<file path="src/rtl/core/rbci_pkg.sv">
// shared types, constants and the micro-program of the collision impulse block
package rbci_pkg;

   // default configuration
   localparam int WORD_BITS_DEF   = 32;
   localparam int FRAC_BITS_DEF   = 16;
   localparam int QUEUE_DEPTH_DEF = 2;

   // angle conversion constants in Q24.40
   localparam logic [63:0] DEG2RAD_Q40 = 64'd19190098069;
   localparam logic [63:0] RAD2DEG_Q40 = 64'd62997375797124;

   localparam int FLOOR_BITS = 31;
   localparam logic [FLOOR_BITS-1:0] FLOOR_RESET = 31'd1;

   // input item
   typedef struct packed {
      logic               is_second_body;
      logic signed [31:0] vel_x;
      logic signed [31:0] vel_y;
      logic signed [31:0] arm_x;
      logic signed [31:0] arm_y;
      logic signed [31:0] spin;
      logic [30:0]        inertia;
      logic [30:0]        mass;
      logic signed [31:0] normal_x;
      logic signed [31:0] normal_y;
   } req_type;

   // result item
   typedef struct packed {
      logic               body_id;
      logic signed [31:0] new_vel_x;
      logic signed [31:0] new_vel_y;
      logic signed [31:0] new_spin;
      logic               last;
      logic               overflow;
   } rsp_type;

   // one collision pair as handed from front to back
   typedef struct packed {
      req_type body_a;
      req_type body_b;
      logic    rot_a;
      logic    rot_b;
   } job_type;

   // queue status toward the front
   typedef struct packed {
      logic full;
      logic empty;
   } qstat_type;

   // register file addresses
   localparam int RF_ADDR_BITS = 6;
   typedef logic [RF_ADDR_BITS-1:0] raddr_type;

   localparam raddr_type R_VAX  = 6'd0;
   localparam raddr_type R_VAY  = 6'd1;
   localparam raddr_type R_RAX  = 6'd2;
   localparam raddr_type R_RAY  = 6'd3;
   localparam raddr_type R_SA   = 6'd4;
   localparam raddr_type R_MA   = 6'd5;
   localparam raddr_type R_IA   = 6'd6;
   localparam raddr_type R_NX   = 6'd7;
   localparam raddr_type R_NY   = 6'd8;
   localparam raddr_type R_VBX  = 6'd9;
   localparam raddr_type R_VBY  = 6'd10;
   localparam raddr_type R_RBX  = 6'd11;
   localparam raddr_type R_RBY  = 6'd12;
   localparam raddr_type R_SB   = 6'd13;
   localparam raddr_type R_MB   = 6'd14;
   localparam raddr_type R_IB   = 6'd15;
   localparam raddr_type R_ZERO = 6'd16;
   localparam raddr_type R_ONE  = 6'd17;
   localparam raddr_type R_D2R  = 6'd18;
   localparam raddr_type R_R2D  = 6'd19;
   localparam raddr_type R_WA   = 6'd20;
   localparam raddr_type R_WB   = 6'd21;
   localparam raddr_type R_ABX  = 6'd22;
   localparam raddr_type R_ABY  = 6'd23;
   localparam raddr_type R_D    = 6'd24;
   localparam raddr_type R_NN   = 6'd25;
   localparam raddr_type R_DEN  = 6'd26;
   localparam raddr_type R_PA   = 6'd27;
   localparam raddr_type R_PB   = 6'd28;
   localparam raddr_type R_J    = 6'd29;
   localparam raddr_type R_JA   = 6'd30;
   localparam raddr_type R_JB   = 6'd31;
   localparam raddr_type R_T0   = 6'd32;
   localparam raddr_type R_T1   = 6'd33;
   localparam raddr_type R_T2   = 6'd34;
   localparam raddr_type R_SPARE = 6'd35;
   // result registers, kept outside the register file
   localparam raddr_type R_OAX  = 6'd36;
   localparam raddr_type R_OAY  = 6'd37;
   localparam raddr_type R_OSA  = 6'd38;
   localparam raddr_type R_OBX  = 6'd39;
   localparam raddr_type R_OBY  = 6'd40;
   localparam raddr_type R_OSB  = 6'd41;

   localparam int RF_DEPTH = 36;
   localparam int NUM_LOAD = 20;
   localparam int NUM_OUT  = 6;

   // micro-operations
   typedef enum logic [2:0] {
      OP_ADD,
      OP_SUB,
      OP_NSUM,
      OP_MUL,
      OP_DIV,
      OP_ENDSEP,
      OP_END
   } op_type;

   typedef enum logic [1:0] {
      COND_ALWAYS,
      COND_ROT_A,
      COND_ROT_B
   } cond_type;

   typedef struct packed {
      op_type    op;
      cond_type  cond;
      raddr_type dst;
      raddr_type src_a;
      raddr_type src_b;
   } uop_type;

   localparam int PC_BITS = 6;
   typedef logic [PC_BITS-1:0] pc_type;

   // back end sequencer states
   typedef enum logic [2:0] {
      ST_IDLE,
      ST_LOAD,
      ST_ISSUE,
      ST_EXEC,
      ST_EMIT_A,
      ST_EMIT_B
   } state_type;

   // collision program; the pass-through results are written before the
   // separation test and overwritten by the impulse path
   function automatic uop_type get_uop(input pc_type pc);
      uop_type u;
      unique case (pc)
         6'd0:  u = '{OP_MUL,  COND_ROT_A,  R_WA,  R_SA,  R_D2R};
         6'd1:  u = '{OP_MUL,  COND_ROT_B,  R_WB,  R_SB,  R_D2R};
         6'd2:  u = '{OP_MUL,  COND_ALWAYS, R_T0,  R_RAX, R_WA};
         6'd3:  u = '{OP_SUB,  COND_ALWAYS, R_T1,  R_VAX, R_T0};
         6'd4:  u = '{OP_MUL,  COND_ALWAYS, R_T0,  R_RBX, R_WB};
         6'd5:  u = '{OP_SUB,  COND_ALWAYS, R_T2,  R_VBX, R_T0};
         6'd6:  u = '{OP_SUB,  COND_ALWAYS, R_ABX, R_T1,  R_T2};
         6'd7:  u = '{OP_MUL,  COND_ALWAYS, R_T0,  R_RAY, R_WA};
         6'd8:  u = '{OP_SUB,  COND_ALWAYS, R_T1,  R_VAY, R_T0};
         6'd9:  u = '{OP_MUL,  COND_ALWAYS, R_T0,  R_RBY, R_WB};
         6'd10: u = '{OP_SUB,  COND_ALWAYS, R_T2,  R_VBY, R_T0};
         6'd11: u = '{OP_SUB,  COND_ALWAYS, R_ABY, R_T1,  R_T2};
         6'd12: u = '{OP_MUL,  COND_ALWAYS, R_T0,  R_ABX, R_NX};
         6'd13: u = '{OP_MUL,  COND_ALWAYS, R_T1,  R_ABY, R_NY};
         6'd14: u = '{OP_ADD,  COND_ALWAYS, R_D,   R_T0,  R_T1};
         6'd15: u = '{OP_ADD,  COND_ALWAYS, R_OAX, R_VAX, R_ZERO};
         6'd16: u = '{OP_ADD,  COND_ALWAYS, R_OAY, R_VAY, R_ZERO};
         6'd17: u = '{OP_ADD,  COND_ROT_A,  R_OSA, R_SA,  R_ZERO};
         6'd18: u = '{OP_ADD,  COND_ALWAYS, R_OBX, R_VBX, R_ZERO};
         6'd19: u = '{OP_ADD,  COND_ALWAYS, R_OBY, R_VBY, R_ZERO};
         6'd20: u = '{OP_ADD,  COND_ROT_B,  R_OSB, R_SB,  R_ZERO};
         6'd21: u = '{OP_ENDSEP, COND_ALWAYS, R_D, R_D,   R_D};
         6'd22: u = '{OP_MUL,  COND_ALWAYS, R_T0,  R_NX,  R_NX};
         6'd23: u = '{OP_MUL,  COND_ALWAYS, R_T1,  R_NY,  R_NY};
         6'd24: u = '{OP_ADD,  COND_ALWAYS, R_NN,  R_T0,  R_T1};
         6'd25: u = '{OP_DIV,  COND_ALWAYS, R_T0,  R_ONE, R_MA};
         6'd26: u = '{OP_DIV,  COND_ALWAYS, R_T1,  R_ONE, R_MB};
         6'd27: u = '{OP_ADD,  COND_ALWAYS, R_T2,  R_T0,  R_T1};
         6'd28: u = '{OP_MUL,  COND_ALWAYS, R_DEN, R_NN,  R_T2};
         6'd29: u = '{OP_MUL,  COND_ALWAYS, R_T0,  R_RAX, R_NX};
         6'd30: u = '{OP_MUL,  COND_ALWAYS, R_T1,  R_RAY, R_NY};
         6'd31: u = '{OP_ADD,  COND_ALWAYS, R_PA,  R_T0,  R_T1};
         6'd32: u = '{OP_MUL,  COND_ALWAYS, R_T0,  R_RBX, R_NX};
         6'd33: u = '{OP_MUL,  COND_ALWAYS, R_T1,  R_RBY, R_NY};
         6'd34: u = '{OP_ADD,  COND_ALWAYS, R_PB,  R_T0,  R_T1};
         6'd35: u = '{OP_MUL,  COND_ALWAYS, R_T0,  R_PA,  R_PA};
         6'd36: u = '{OP_DIV,  COND_ROT_A,  R_T1,  R_T0,  R_IA};
         6'd37: u = '{OP_ADD,  COND_ALWAYS, R_DEN, R_DEN, R_T1};
         6'd38: u = '{OP_MUL,  COND_ALWAYS, R_T0,  R_PB,  R_PB};
         6'd39: u = '{OP_DIV,  COND_ROT_B,  R_T1,  R_T0,  R_IB};
         6'd40: u = '{OP_ADD,  COND_ALWAYS, R_DEN, R_DEN, R_T1};
         6'd41: u = '{OP_NSUM, COND_ALWAYS, R_T2,  R_D,   R_D};
         6'd42: u = '{OP_DIV,  COND_ALWAYS, R_J,   R_T2,  R_DEN};
         6'd43: u = '{OP_DIV,  COND_ALWAYS, R_JA,  R_J,   R_MA};
         6'd44: u = '{OP_DIV,  COND_ALWAYS, R_JB,  R_J,   R_MB};
         6'd45: u = '{OP_MUL,  COND_ALWAYS, R_T0,  R_PA,  R_J};
         6'd46: u = '{OP_DIV,  COND_ROT_A,  R_T1,  R_T0,  R_IA};
         6'd47: u = '{OP_MUL,  COND_ROT_A,  R_T2,  R_T1,  R_R2D};
         6'd48: u = '{OP_SUB,  COND_ROT_A,  R_OSA, R_SA,  R_T2};
         6'd49: u = '{OP_MUL,  COND_ALWAYS, R_T0,  R_PB,  R_J};
         6'd50: u = '{OP_DIV,  COND_ROT_B,  R_T1,  R_T0,  R_IB};
         6'd51: u = '{OP_MUL,  COND_ROT_B,  R_T2,  R_T1,  R_R2D};
         6'd52: u = '{OP_ADD,  COND_ROT_B,  R_OSB, R_SB,  R_T2};
         6'd53: u = '{OP_MUL,  COND_ALWAYS, R_T0,  R_JA,  R_NX};
         6'd54: u = '{OP_ADD,  COND_ALWAYS, R_OAX, R_VAX, R_T0};
         6'd55: u = '{OP_MUL,  COND_ALWAYS, R_T0,  R_JA,  R_NY};
         6'd56: u = '{OP_ADD,  COND_ALWAYS, R_OAY, R_VAY, R_T0};
         6'd57: u = '{OP_MUL,  COND_ALWAYS, R_T0,  R_JB,  R_NX};
         6'd58: u = '{OP_SUB,  COND_ALWAYS, R_OBX, R_VBX, R_T0};
         6'd59: u = '{OP_MUL,  COND_ALWAYS, R_T0,  R_JB,  R_NY};
         6'd60: u = '{OP_SUB,  COND_ALWAYS, R_OBY, R_VBY, R_T0};
         default: u = '{OP_END, COND_ALWAYS, R_SPARE, R_SPARE, R_SPARE};
      endcase
      return u;
   endfunction

endpackage

</file>
<file path="src/rtl/core/rbci_back.sv">
// back end: micro-coded sequencer with register file, serial multiplier and divider
module rbci_back
   import rbci_pkg::*;
#(
   parameter int WORD_BITS = WORD_BITS_DEF,
   parameter int FRAC_BITS = FRAC_BITS_DEF
) (
   input  logic      clock,
   input  logic      reset,
   input  qstat_type q_stat,
   input  job_type   head_job,
   output logic      pop,
   output logic      rsp_valid,
   input  logic      rsp_stall,
   output rsp_type   rsp_data
);

   localparam int W        = WORD_BITS;
   localparam int F        = FRAC_BITS;
   localparam int ND       = (W + 15) / 16;
   localparam int MBW      = ND * 16;
   localparam int AW       = W + MBW;
   localparam int DW       = W + F;
   localparam int CNT_BITS = $clog2(DW + 3);
   localparam int MUL_LAST = ND + 1;
   localparam int DIV_LAST = DW + 1;

   localparam logic [W-1:0] LIM_POS = {1'b0, {(W-1){1'b1}}};
   localparam logic [W-1:0] LIM_NEG = {1'b1, {(W-1){1'b0}}};
   localparam logic [63:0]  D2R_RAW = (DEG2RAD_Q40 + (64'd1 << (39 - F))) >> (40 - F);
   localparam logic [63:0]  R2D_RAW = (RAD2DEG_Q40 + (64'd1 << (39 - F))) >> (40 - F);
   localparam logic [63:0]  ONE_RAW = 64'd1 << F;

   // saturate a wide value to the word range
   function automatic logic signed [W-1:0] sat64(input logic signed [63:0] x);
      logic signed [63:0] hi;
      logic signed [63:0] lo;
      hi = $signed((64'd1 << (W - 1)) - 64'd1);
      lo = -hi - 64'sd1;
      if (x > hi) begin
         return $signed(hi[W-1:0]);
      end else if (x < lo) begin
         return $signed(lo[W-1:0]);
      end
      return $signed(x[W-1:0]);
   endfunction

   function automatic logic signed [W-1:0] sat_sum(input logic signed [W+1:0] x);
      if (x > $signed({3'b000, {(W-1){1'b1}}})) begin
         return $signed(LIM_POS);
      end else if (x < $signed({3'b111, {(W-1){1'b0}}})) begin
         return $signed(LIM_NEG);
      end
      return $signed(x[W-1:0]);
   endfunction

   function automatic logic [W-1:0] mag(input logic signed [W-1:0] x);
      return x[W-1] ? (~x + 1'b1) : x;
   endfunction

   function automatic logic [31:0] to_field(input logic signed [W-1:0] v);
      logic signed [63:0] e;
      e = 64'(v);
      return e[31:0];
   endfunction

   state_type             state_ff, state_in;
   pc_type                pc_ff, pc_in;
   logic [CNT_BITS-1:0]   cnt_ff, cnt_in;
   logic                  flag_ff, flag_in;
   logic                  rot_a_ff, rot_a_in;
   logic                  rot_b_ff, rot_b_in;

   logic signed [W-1:0]   rf_mem [RF_DEPTH];
   logic signed [W-1:0]   rd_a_ff, rd_b_ff;
   logic signed [W-1:0]   out_ff [NUM_OUT];
   logic signed [W-1:0]   out_in [NUM_OUT];

   logic [W-1:0]          ma_ff, ma_in;
   logic [MBW-1:0]        mb_ff, mb_in;
   logic [AW-1:0]         acc_ff, acc_in;
   logic                  neg_ff, neg_in;
   logic [DW-1:0]         q_ff, q_in;
   logic [W-1:0]          rem_ff, rem_in;
   logic [W-1:0]          ud_ff, ud_in;

   uop_type               uop;
   logic                  first;
   logic                  cond_ok;
   logic                  exec_done;
   logic                  exec_wr;
   logic                  exec_ovf;
   logic                  exec_stop;
   logic signed [W-1:0]   exec_res;
   logic signed [W+1:0]   sum_ab, diff_ab, nsum_ab;
   logic [AW-F-1:0]       prod_hi;
   logic [W-1:0]          lim;
   logic [W-1:0]          mval, dval;
   logic [W:0]            rem2, rem_sub;
   logic                  rem_ge;
   logic [W+15:0]         partial;

   logic                  rf_we;
   raddr_type             rf_waddr;
   logic signed [W-1:0]   rf_wdata;
   raddr_type             load_addr;
   logic signed [W-1:0]   load_data;
   logic                  rsp_take;

   assign uop       = get_uop(pc_ff);
   assign first     = cnt_ff == '0;
   assign load_addr = raddr_type'(cnt_ff);
   assign rsp_valid = (state_ff == ST_EMIT_A) || (state_ff == ST_EMIT_B);
   assign rsp_take  = rsp_valid & ~rsp_stall;

   // load values from the queue head, saturated to the word
   always_comb begin
      unique case (load_addr)
         R_VAX:   load_data = sat64(64'(head_job.body_a.vel_x));
         R_VAY:   load_data = sat64(64'(head_job.body_a.vel_y));
         R_RAX:   load_data = sat64(64'(head_job.body_a.arm_x));
         R_RAY:   load_data = sat64(64'(head_job.body_a.arm_y));
         R_SA:    load_data = sat64(64'(head_job.body_a.spin));
         R_MA:    load_data = sat64($signed(64'(head_job.body_a.mass)));
         R_IA:    load_data = sat64($signed(64'(head_job.body_a.inertia)));
         R_NX:    load_data = sat64(64'(head_job.body_a.normal_x));
         R_NY:    load_data = sat64(64'(head_job.body_a.normal_y));
         R_VBX:   load_data = sat64(64'(head_job.body_b.vel_x));
         R_VBY:   load_data = sat64(64'(head_job.body_b.vel_y));
         R_RBX:   load_data = sat64(64'(head_job.body_b.arm_x));
         R_RBY:   load_data = sat64(64'(head_job.body_b.arm_y));
         R_SB:    load_data = sat64(64'(head_job.body_b.spin));
         R_MB:    load_data = sat64($signed(64'(head_job.body_b.mass)));
         R_IB:    load_data = sat64($signed(64'(head_job.body_b.inertia)));
         R_ONE:   load_data = sat64($signed(ONE_RAW));
         R_D2R:   load_data = sat64($signed(D2R_RAW));
         R_R2D:   load_data = sat64($signed(R2D_RAW));
         default: load_data = '0;
      endcase
   end

   // arithmetic of the current micro-operation
   always_comb begin
      cond_ok = (uop.cond == COND_ALWAYS) ||
                ((uop.cond == COND_ROT_A) && rot_a_ff) ||
                ((uop.cond == COND_ROT_B) && rot_b_ff);
      sum_ab  = (W+2)'(rd_a_ff) + (W+2)'(rd_b_ff);
      diff_ab = (W+2)'(rd_a_ff) - (W+2)'(rd_b_ff);
      nsum_ab = -sum_ab;
      lim     = neg_ff ? LIM_NEG : LIM_POS;
      prod_hi = acc_ff[AW-1:F];
      mval    = (prod_hi > (AW-F)'(lim)) ? lim : prod_hi[W-1:0];
      dval    = (q_ff > DW'(lim)) ? lim : q_ff[W-1:0];
      partial = ma_ff * mb_ff[MBW-1 -: 16];
      rem2    = {rem_ff, q_ff[DW-1]};
      rem_sub = rem2 - {1'b0, ud_ff};
      rem_ge  = rem2 >= {1'b0, ud_ff};

      exec_done = 1'b1;
      exec_wr   = 1'b0;
      exec_ovf  = 1'b0;
      exec_stop = 1'b0;
      exec_res  = '0;
      if (!cond_ok) begin
         exec_wr = 1'b1;
      end else begin
         unique case (uop.op)
            OP_ADD: begin
               exec_wr  = 1'b1;
               exec_res = sat_sum(sum_ab);
            end
            OP_SUB: begin
               exec_wr  = 1'b1;
               exec_res = sat_sum(diff_ab);
            end
            OP_NSUM: begin
               exec_wr  = 1'b1;
               exec_res = sat_sum(nsum_ab);
            end
            OP_MUL: begin
               exec_done = cnt_ff == CNT_BITS'(MUL_LAST);
               exec_wr   = exec_done;
               exec_res  = neg_ff ? $signed(~mval + 1'b1) : $signed(mval);
            end
            OP_DIV: begin
               if (first && rd_b_ff == '0) begin
                  exec_wr  = 1'b1;
                  exec_ovf = 1'b1;
                  exec_res = rd_a_ff[W-1] ? $signed(LIM_NEG) : $signed(LIM_POS);
               end else begin
                  exec_done = cnt_ff == CNT_BITS'(DIV_LAST);
                  exec_wr   = exec_done;
                  exec_ovf  = exec_done && (q_ff > DW'(lim));
                  exec_res  = neg_ff ? $signed(~dval + 1'b1) : $signed(dval);
               end
            end
            OP_ENDSEP: begin
               exec_stop = ~rd_a_ff[W-1] && (rd_a_ff != '0);
            end
            OP_END: begin
               exec_stop = 1'b1;
            end
            default: begin
               exec_stop = 1'b1;
            end
         endcase
      end
   end

   // sequencer next state
   always_comb begin
      state_in = state_ff;
      unique case (state_ff)
         ST_IDLE: begin
            if (!q_stat.empty) begin
               state_in = ST_LOAD;
            end
         end
         ST_LOAD: begin
            if (cnt_ff == CNT_BITS'(NUM_LOAD - 1)) begin
               state_in = ST_ISSUE;
            end
         end
         ST_ISSUE: state_in = ST_EXEC;
         ST_EXEC: begin
            if (exec_done) begin
               state_in = exec_stop ? ST_EMIT_A : ST_ISSUE;
            end
         end
         ST_EMIT_A: begin
            if (rsp_take) begin
               state_in = ST_EMIT_B;
            end
         end
         ST_EMIT_B: begin
            if (rsp_take) begin
               state_in = ST_IDLE;
            end
         end
         default: state_in = ST_IDLE;
      endcase
   end

   // sequencer outputs and datapath next values
   always_comb begin
      pc_in    = pc_ff;
      cnt_in   = cnt_ff;
      flag_in  = flag_ff;
      rot_a_in = rot_a_ff;
      rot_b_in = rot_b_ff;
      ma_in    = ma_ff;
      mb_in    = mb_ff;
      acc_in   = acc_ff;
      neg_in   = neg_ff;
      q_in     = q_ff;
      rem_in   = rem_ff;
      ud_in    = ud_ff;
      for (int i = 0; i < NUM_OUT; i++) begin
         out_in[i] = out_ff[i];
      end
      rf_we    = 1'b0;
      rf_waddr = load_addr;
      rf_wdata = load_data;
      pop      = 1'b0;
      unique case (state_ff)
         ST_IDLE: begin
            cnt_in = '0;
         end
         ST_LOAD: begin
            rf_we  = 1'b1;
            cnt_in = cnt_ff + 1'b1;
            if (cnt_ff == CNT_BITS'(NUM_LOAD - 1)) begin
               pop      = 1'b1;
               rot_a_in = head_job.rot_a;
               rot_b_in = head_job.rot_b;
               flag_in  = 1'b0;
               pc_in    = '0;
            end
         end
         ST_ISSUE: begin
            cnt_in = '0;
         end
         ST_EXEC: begin
            cnt_in = cnt_ff + 1'b1;
            // operand capture on the first cycle
            if (first) begin
               neg_in = rd_a_ff[W-1] ^ rd_b_ff[W-1];
               ma_in  = mag(rd_a_ff);
               mb_in  = MBW'(mag(rd_b_ff));
               acc_in = '0;
               q_in   = {mag(rd_a_ff), F'(0)};
               rem_in = '0;
               ud_in  = mag(rd_b_ff);
            end else if (uop.op == OP_MUL) begin
               acc_in = (acc_ff << 16) + AW'(partial);
               mb_in  = mb_ff << 16;
            end else begin
               q_in   = {q_ff[DW-2:0], rem_ge};
               rem_in = rem_ge ? rem_sub[W-1:0] : rem2[W-1:0];
            end
            if (exec_done) begin
               pc_in   = pc_ff + 1'b1;
               flag_in = flag_ff | exec_ovf;
               if (exec_wr) begin
                  if (uop.dst >= R_OAX) begin
                     out_in[3'(uop.dst - R_OAX)] = exec_res;
                  end else begin
                     rf_we    = 1'b1;
                     rf_waddr = uop.dst;
                     rf_wdata = exec_res;
                  end
               end
            end
         end
         ST_EMIT_A, ST_EMIT_B: begin
            cnt_in = '0;
         end
         default: begin
            cnt_in = '0;
         end
      endcase
   end

   // result item from the result registers
   always_comb begin
      rsp_data.body_id  = state_ff == ST_EMIT_B;
      rsp_data.last     = state_ff == ST_EMIT_B;
      rsp_data.overflow = flag_ff;
      if (state_ff == ST_EMIT_B) begin
         rsp_data.new_vel_x = to_field(out_ff[3]);
         rsp_data.new_vel_y = to_field(out_ff[4]);
         rsp_data.new_spin  = to_field(out_ff[5]);
      end else begin
         rsp_data.new_vel_x = to_field(out_ff[0]);
         rsp_data.new_vel_y = to_field(out_ff[1]);
         rsp_data.new_spin  = to_field(out_ff[2]);
      end
   end

   // control registers
   always_ff @(posedge clock) begin
      if (reset) begin
         state_ff <= ST_IDLE;
         pc_ff    <= '0;
         cnt_ff   <= '0;
         flag_ff  <= 1'b0;
         rot_a_ff <= 1'b0;
         rot_b_ff <= 1'b0;
      end else begin
         state_ff <= state_in;
         pc_ff    <= pc_in;
         cnt_ff   <= cnt_in;
         flag_ff  <= flag_in;
         rot_a_ff <= rot_a_in;
         rot_b_ff <= rot_b_in;
      end
   end

   // datapath registers and register file
   always_ff @(posedge clock) begin
      ma_ff  <= ma_in;
      mb_ff  <= mb_in;
      acc_ff <= acc_in;
      neg_ff <= neg_in;
      q_ff   <= q_in;
      rem_ff <= rem_in;
      ud_ff  <= ud_in;
      for (int i = 0; i < NUM_OUT; i++) begin
         out_ff[i] <= out_in[i];
      end
      if (rf_we) begin
         rf_mem[rf_waddr] <= rf_wdata;
      end
      rd_a_ff <= rf_mem[uop.src_a];
      rd_b_ff <= rf_mem[uop.src_b];
   end

endmodule

</file>
<file path="config.mk">
export PLATFORM = sky130hd
export DESIGN_NAME = rbci_back
export DESIGN_NICKNAME = d
export VERILOG_FILES = /design/src/rtl/core/rbci_pkg.sv /design/src/rtl/core/rbci_back.sv
export SDC_FILE = /design/constraint.sdc
export NUM_CORES = 2
export LEC_CHECK = 0
export BUFFER_PORTS_ARGS = -buffer_cell sky130_fd_sc_hd__clkbuf_2
export CAP_MARGIN = 20
export CORE_MARGIN = 10
export CORE_UTILIZATION = 25
export DETAILED_ROUTE_END_ITERATION = 10
export PLACE_DENSITY = 0.5
export SLEW_MARGIN = 20
export SYNTH_ARGS = -nofsm -noshare
export SYNTH_HDL_FRONTEND = slang
export SYNTH_SLANG_ARGS = --single-unit
</file>
<file path="constraint.sdc">
create_clock -name clock -period 7.9 [get_ports clock]
set_input_delay 1.58 -clock clock [delete_from_list [all_inputs] [get_ports clock]]
set_output_delay 1.58 -clock clock [all_outputs]
set_load 0.01 [all_outputs]
</file>
==> impl_metrics.py <==
metrics = {
    "floorplanning": {
        "coreArea_um2": 420800,
        "rows": 238,
        "dieWidth_um": 670.1,
        "die_h_um": 670.1,
        "dieArea_um2": 449000,
        "io_pins": 682,
        "start_util_pct": 25.11,
    },
    "worst_setup_path": {
        "crit_path_end_kind": "flop",
        "start_kind": "flop",
        "cp_slowest_cell": "fa_1",
        "cp_top_family": "adder cells",
        "critPathMaxFanout": 8,
        "critPathRequiredTime_ns": 8.49,
        "worst_ep_arrival_time_ns": 8.15,
        "path_buf_inv": 5,
        "crit_top_cell": "fa_1",
        "max_stage_delay_ns": 0.59,
        "crit_type": "reg -> reg",
    },
    "placed_design": {
        "portBuffers": 614,
        "gp_congestion": 0.9439,
        "dpl.hpwl_mm": 335.5,
        "place_inst": 14370,
    },
    "timing": {
        "skew_ns": 0.08985,
        "finalSetupViolations": 0,
        "slew_headroom_pct": 11.27,
        "holdWs_ns": 0.4555,
        "max_freq_mhz": 132.2,
        "tightest_slew_ns": 1.317,
        "drv_slew": 0,
        "final_hold_viol_count": 0,
        "rsz0062_at_grt": "false",
        "fin_crit_ns": 7.562,
        "fin_tns_setup_ns": 0,
        "finalCritPeriodShare_pct": 95.72,
    },
    "drt": {
        "drtAntennaViolNets": 0,
        "wirelength_mm": 451.7,
        "drt-initial-drc-count": 9723,
        "vias": 77790,
        "drcViolationCount": 0,
        "routed_via_density": 5.278,
        "dr.pass1.iters": 8,
        "wl_per_cell_um": 30.64,
    },
    "grt": {
        "grt_pass1_wl_mm": 622.2,
        "top_usage_layer": "met2",
        "use_met3_pct": 3.749,
        "met1_usage_pct": 27.26,
        "grt_pass1_vias": 77190,
        "use_met2_pct": 30.07,
        "antenna_found_initial": 105,
        "grt_max_degree": 97,
        "gr-usage-all-layers_pct": 19.26,
        "overflow": 0,
    },
    "logic_synthesis": {
        "yosysTopAreaCell": "edfxtp_1",
        "syn_avg_cell_area_um2": 12.76,
        "synth_top_area_share_pct": 45.05,
        "synthTopCellsByArea": "edfxtp_1, mux4_2, fa_1",
        "seq_area_frac_synth_pct": 47.04,
        "synth_edf_count": 1585,
        "ys_seq_elements": 1690,
        "synthTopCellsByCount": "edfxtp_1, nand2_1, mux4_2",
        "syn-cell-area_um2": 105700,
        "yosysMostFrequentCell": "edfxtp_1",
        "synth_cells": 8279,
        "synthArstFlopShare_pct": 0,
        "ys_warn_count": 0,
        "ys_types": 108,
        "synthFlopType": "edfxtp_1",
        "syn_nets": 9628,
    },
    "hold_path": {
        "worstHoldPathType": "reg -> reg",
    },
    "cells_and_area": {
        "drive_gt1_share_pct": 23.36,
        "final_core_util_pct": 29.29,
        "syn2layout_area_growth_pct": 16.63,
        "fin_cells": 14740,
        "nets": 10270,
    },
    "power": {
        "power_frac_seq_pct": 51.6,
        "report.power.total_w": 0.01921,
        "switchingPower_w": 0.004271,
        "peakVddDrop_uv": 165.5,
        "powerDensity_nw_per_um2": 155.8,
        "power.leakage_nw": 44.15,
        "clock_power_share_pct": 44.4,
        "p_int_w": 0.01493,
        "combPwrFrac_pct": 4.0,
        "switching_share_pct": 22.24,
    },
    "cts": {
        "clock_latency_ns": 0.88,
        "cts-root-buf": "clkbuf_16",
        "htree_levels": 4,
        "cts_tree": "yes",
        "cts_buffer_depth": 4,
        "hold_buffers": 0,
        "clock_sinks": 1690,
        "cts_inserted_buffers": 185,
        "path_clk_slew_ns": 0.06,
    },
    "run": {
        "max_cap_violations": 0,
    },
    "status": {
        "status": "finished clean",
    },
}
## layout make-up
class / instances / area (um^2)
multi-input cells: 5442 / 52180
fillers: 42570 / 297500
inverters: 641 / 2409
well taps: 5640 / 7057
flip-flops and latches: 1690 / 49740
diodes: 37 / 92.59
repair buffers: 959 / 5967
clock inverters: 103 / 870.8
clock buffers: 227 / 4922
## path summary, 6_finish.rpt
kind | start | endpoint | slack [ns] | depth (start not counted)
min | rot_b_ff$_SDFFE_PP0P_ | rot_b_ff$_SDFFE_PP0P_ | 0.46 | 2
max reg2reg | ma_ff[6]$_DFFE_PP_ | acc_ff[62]$_SDFFCE_PP0P_ | 0.34 | 26
min reg2reg | rot_b_ff$_SDFFE_PP0P_ | rot_b_ff$_SDFFE_PP0P_ | 0.46 | 2
max | ma_ff[6]$_DFFE_PP_ | acc_ff[62]$_SDFFCE_PP0P_ | 0.34 | 26
## routing by layer
| layer | wire length [um] | up-vias |
|---|---|---|
| met5 | 128 | - |
| met4 | 14110 | 20 |
| met3 | 39260 | 713 |
| met2 | 203700 | 3809 |
| met1 | 194500 | 41000 |
| li1 | - | 32240 |
## sequential cells by signal, summed over array words and instances, names as in the netlist
signal / flops
acc_ff: 64
rd_b_ff: 32
out_ff: 192
cnt_ff: 6
pc_ff: 6
ud_ff: 32
neg_ff: 1
ma_ff: 32
rd_a_ff: 32
flag_ff: 1
rot_b_ff: 1
q_ff: 48
mb_ff: 32
rf_mem: 1152
rem_ff: 32
rot_a_ff: 1
state_ff: 3
uop: 23
## worst register-to-register path, cell delays in order (launching register included)
cell	delay [ns]
edfxtp_1	0.40
buf_4	0.20
buf_4	0.18
and2_1	0.17
fa_1	0.55
fa_1	0.48
fa_1	0.59
fa_1	0.57
inv_1	0.06
fa_1	0.52
inv_1	0.06
fa_1	0.47
ha_1	0.32
a21o_1	0.16
a21oi_1	0.21
o22ai_1	0.11
a211oi_1	0.38
o31ai_4	0.16
a21oi_1	0.16
buf_4	0.17
o211ai_1	0.16
a31oi_1	0.31
o21bai_1	0.16
a211oi_4	0.39
nor3_1	0.13
xnor2_1	0.19
nor2_1	0.06
## stage by stage
step                      worst slack (ns)  area, um^2
after floorplan                     0.1176      105700
after global placement             -0.2632      117300
after detailed placement           -0.2425      117300
after CTS                          0.02873      123100
after global routing              0.007748      123200
final                               0.3383      123200
## power groups by stage
stage               Clock, W  Sequential (W)  Combinational, W
floorplan                  0          0.0101          0.000235
global placement           0          0.0101          0.000731
detailed placement         0          0.0101          0.000750
CTS                  0.00869         0.00990          0.000751
global route         0.00903         0.00990          0.000797
finish               0.00853         0.00990          0.000769
## kinds of logic after synthesis
family / after synthesis / share of synthesized area (%)
simple gates: 2247 / 9.797
flops: 1690 / 47.04
compound gates: 1393 / 8.822
buf+inv: 1147 / 4.148
mux: 809 / 16.00
fa+ha+maj: 768 / 12.31
xor+xnor: 225 / 1.879
## repair_timing
item                                    CTS  global route
endpoints found under the setup margin   11            13
resized for setup                         2             9
setup buffers                             0             1
pin swaps                                 0             2
## cells in the final DEF, fill, tap and decap left out, types with 37 or more instances in the layout
master / n
a211oi_1: 50
a21o_1: 69
a21oi_1: 311
a221oi_1: 76
a22o_1: 64
a22oi_1: 114
a31oi_1: 41
and2_1: 213
buf_4: 316
clkbuf_16: 189
clkbuf_2: 614
clkinv_1: 42
dfxtp_1: 93
diode_2: 37
edfxtp_1: 1585
fa_1: 453
ha_1: 315
inv_1: 635
mux2i_1: 103
mux4_2: 704
nand2_1: 1101
nand3_1: 120
nand4_1: 59
nor2_1: 311
nor2_4: 47
nor3_1: 87
o211ai_1: 39
o21ai_0: 296
or3_1: 56
xnor2_1: 167
xor2_1: 56
No activity file was read; power rests on OpenSTA's default activity.
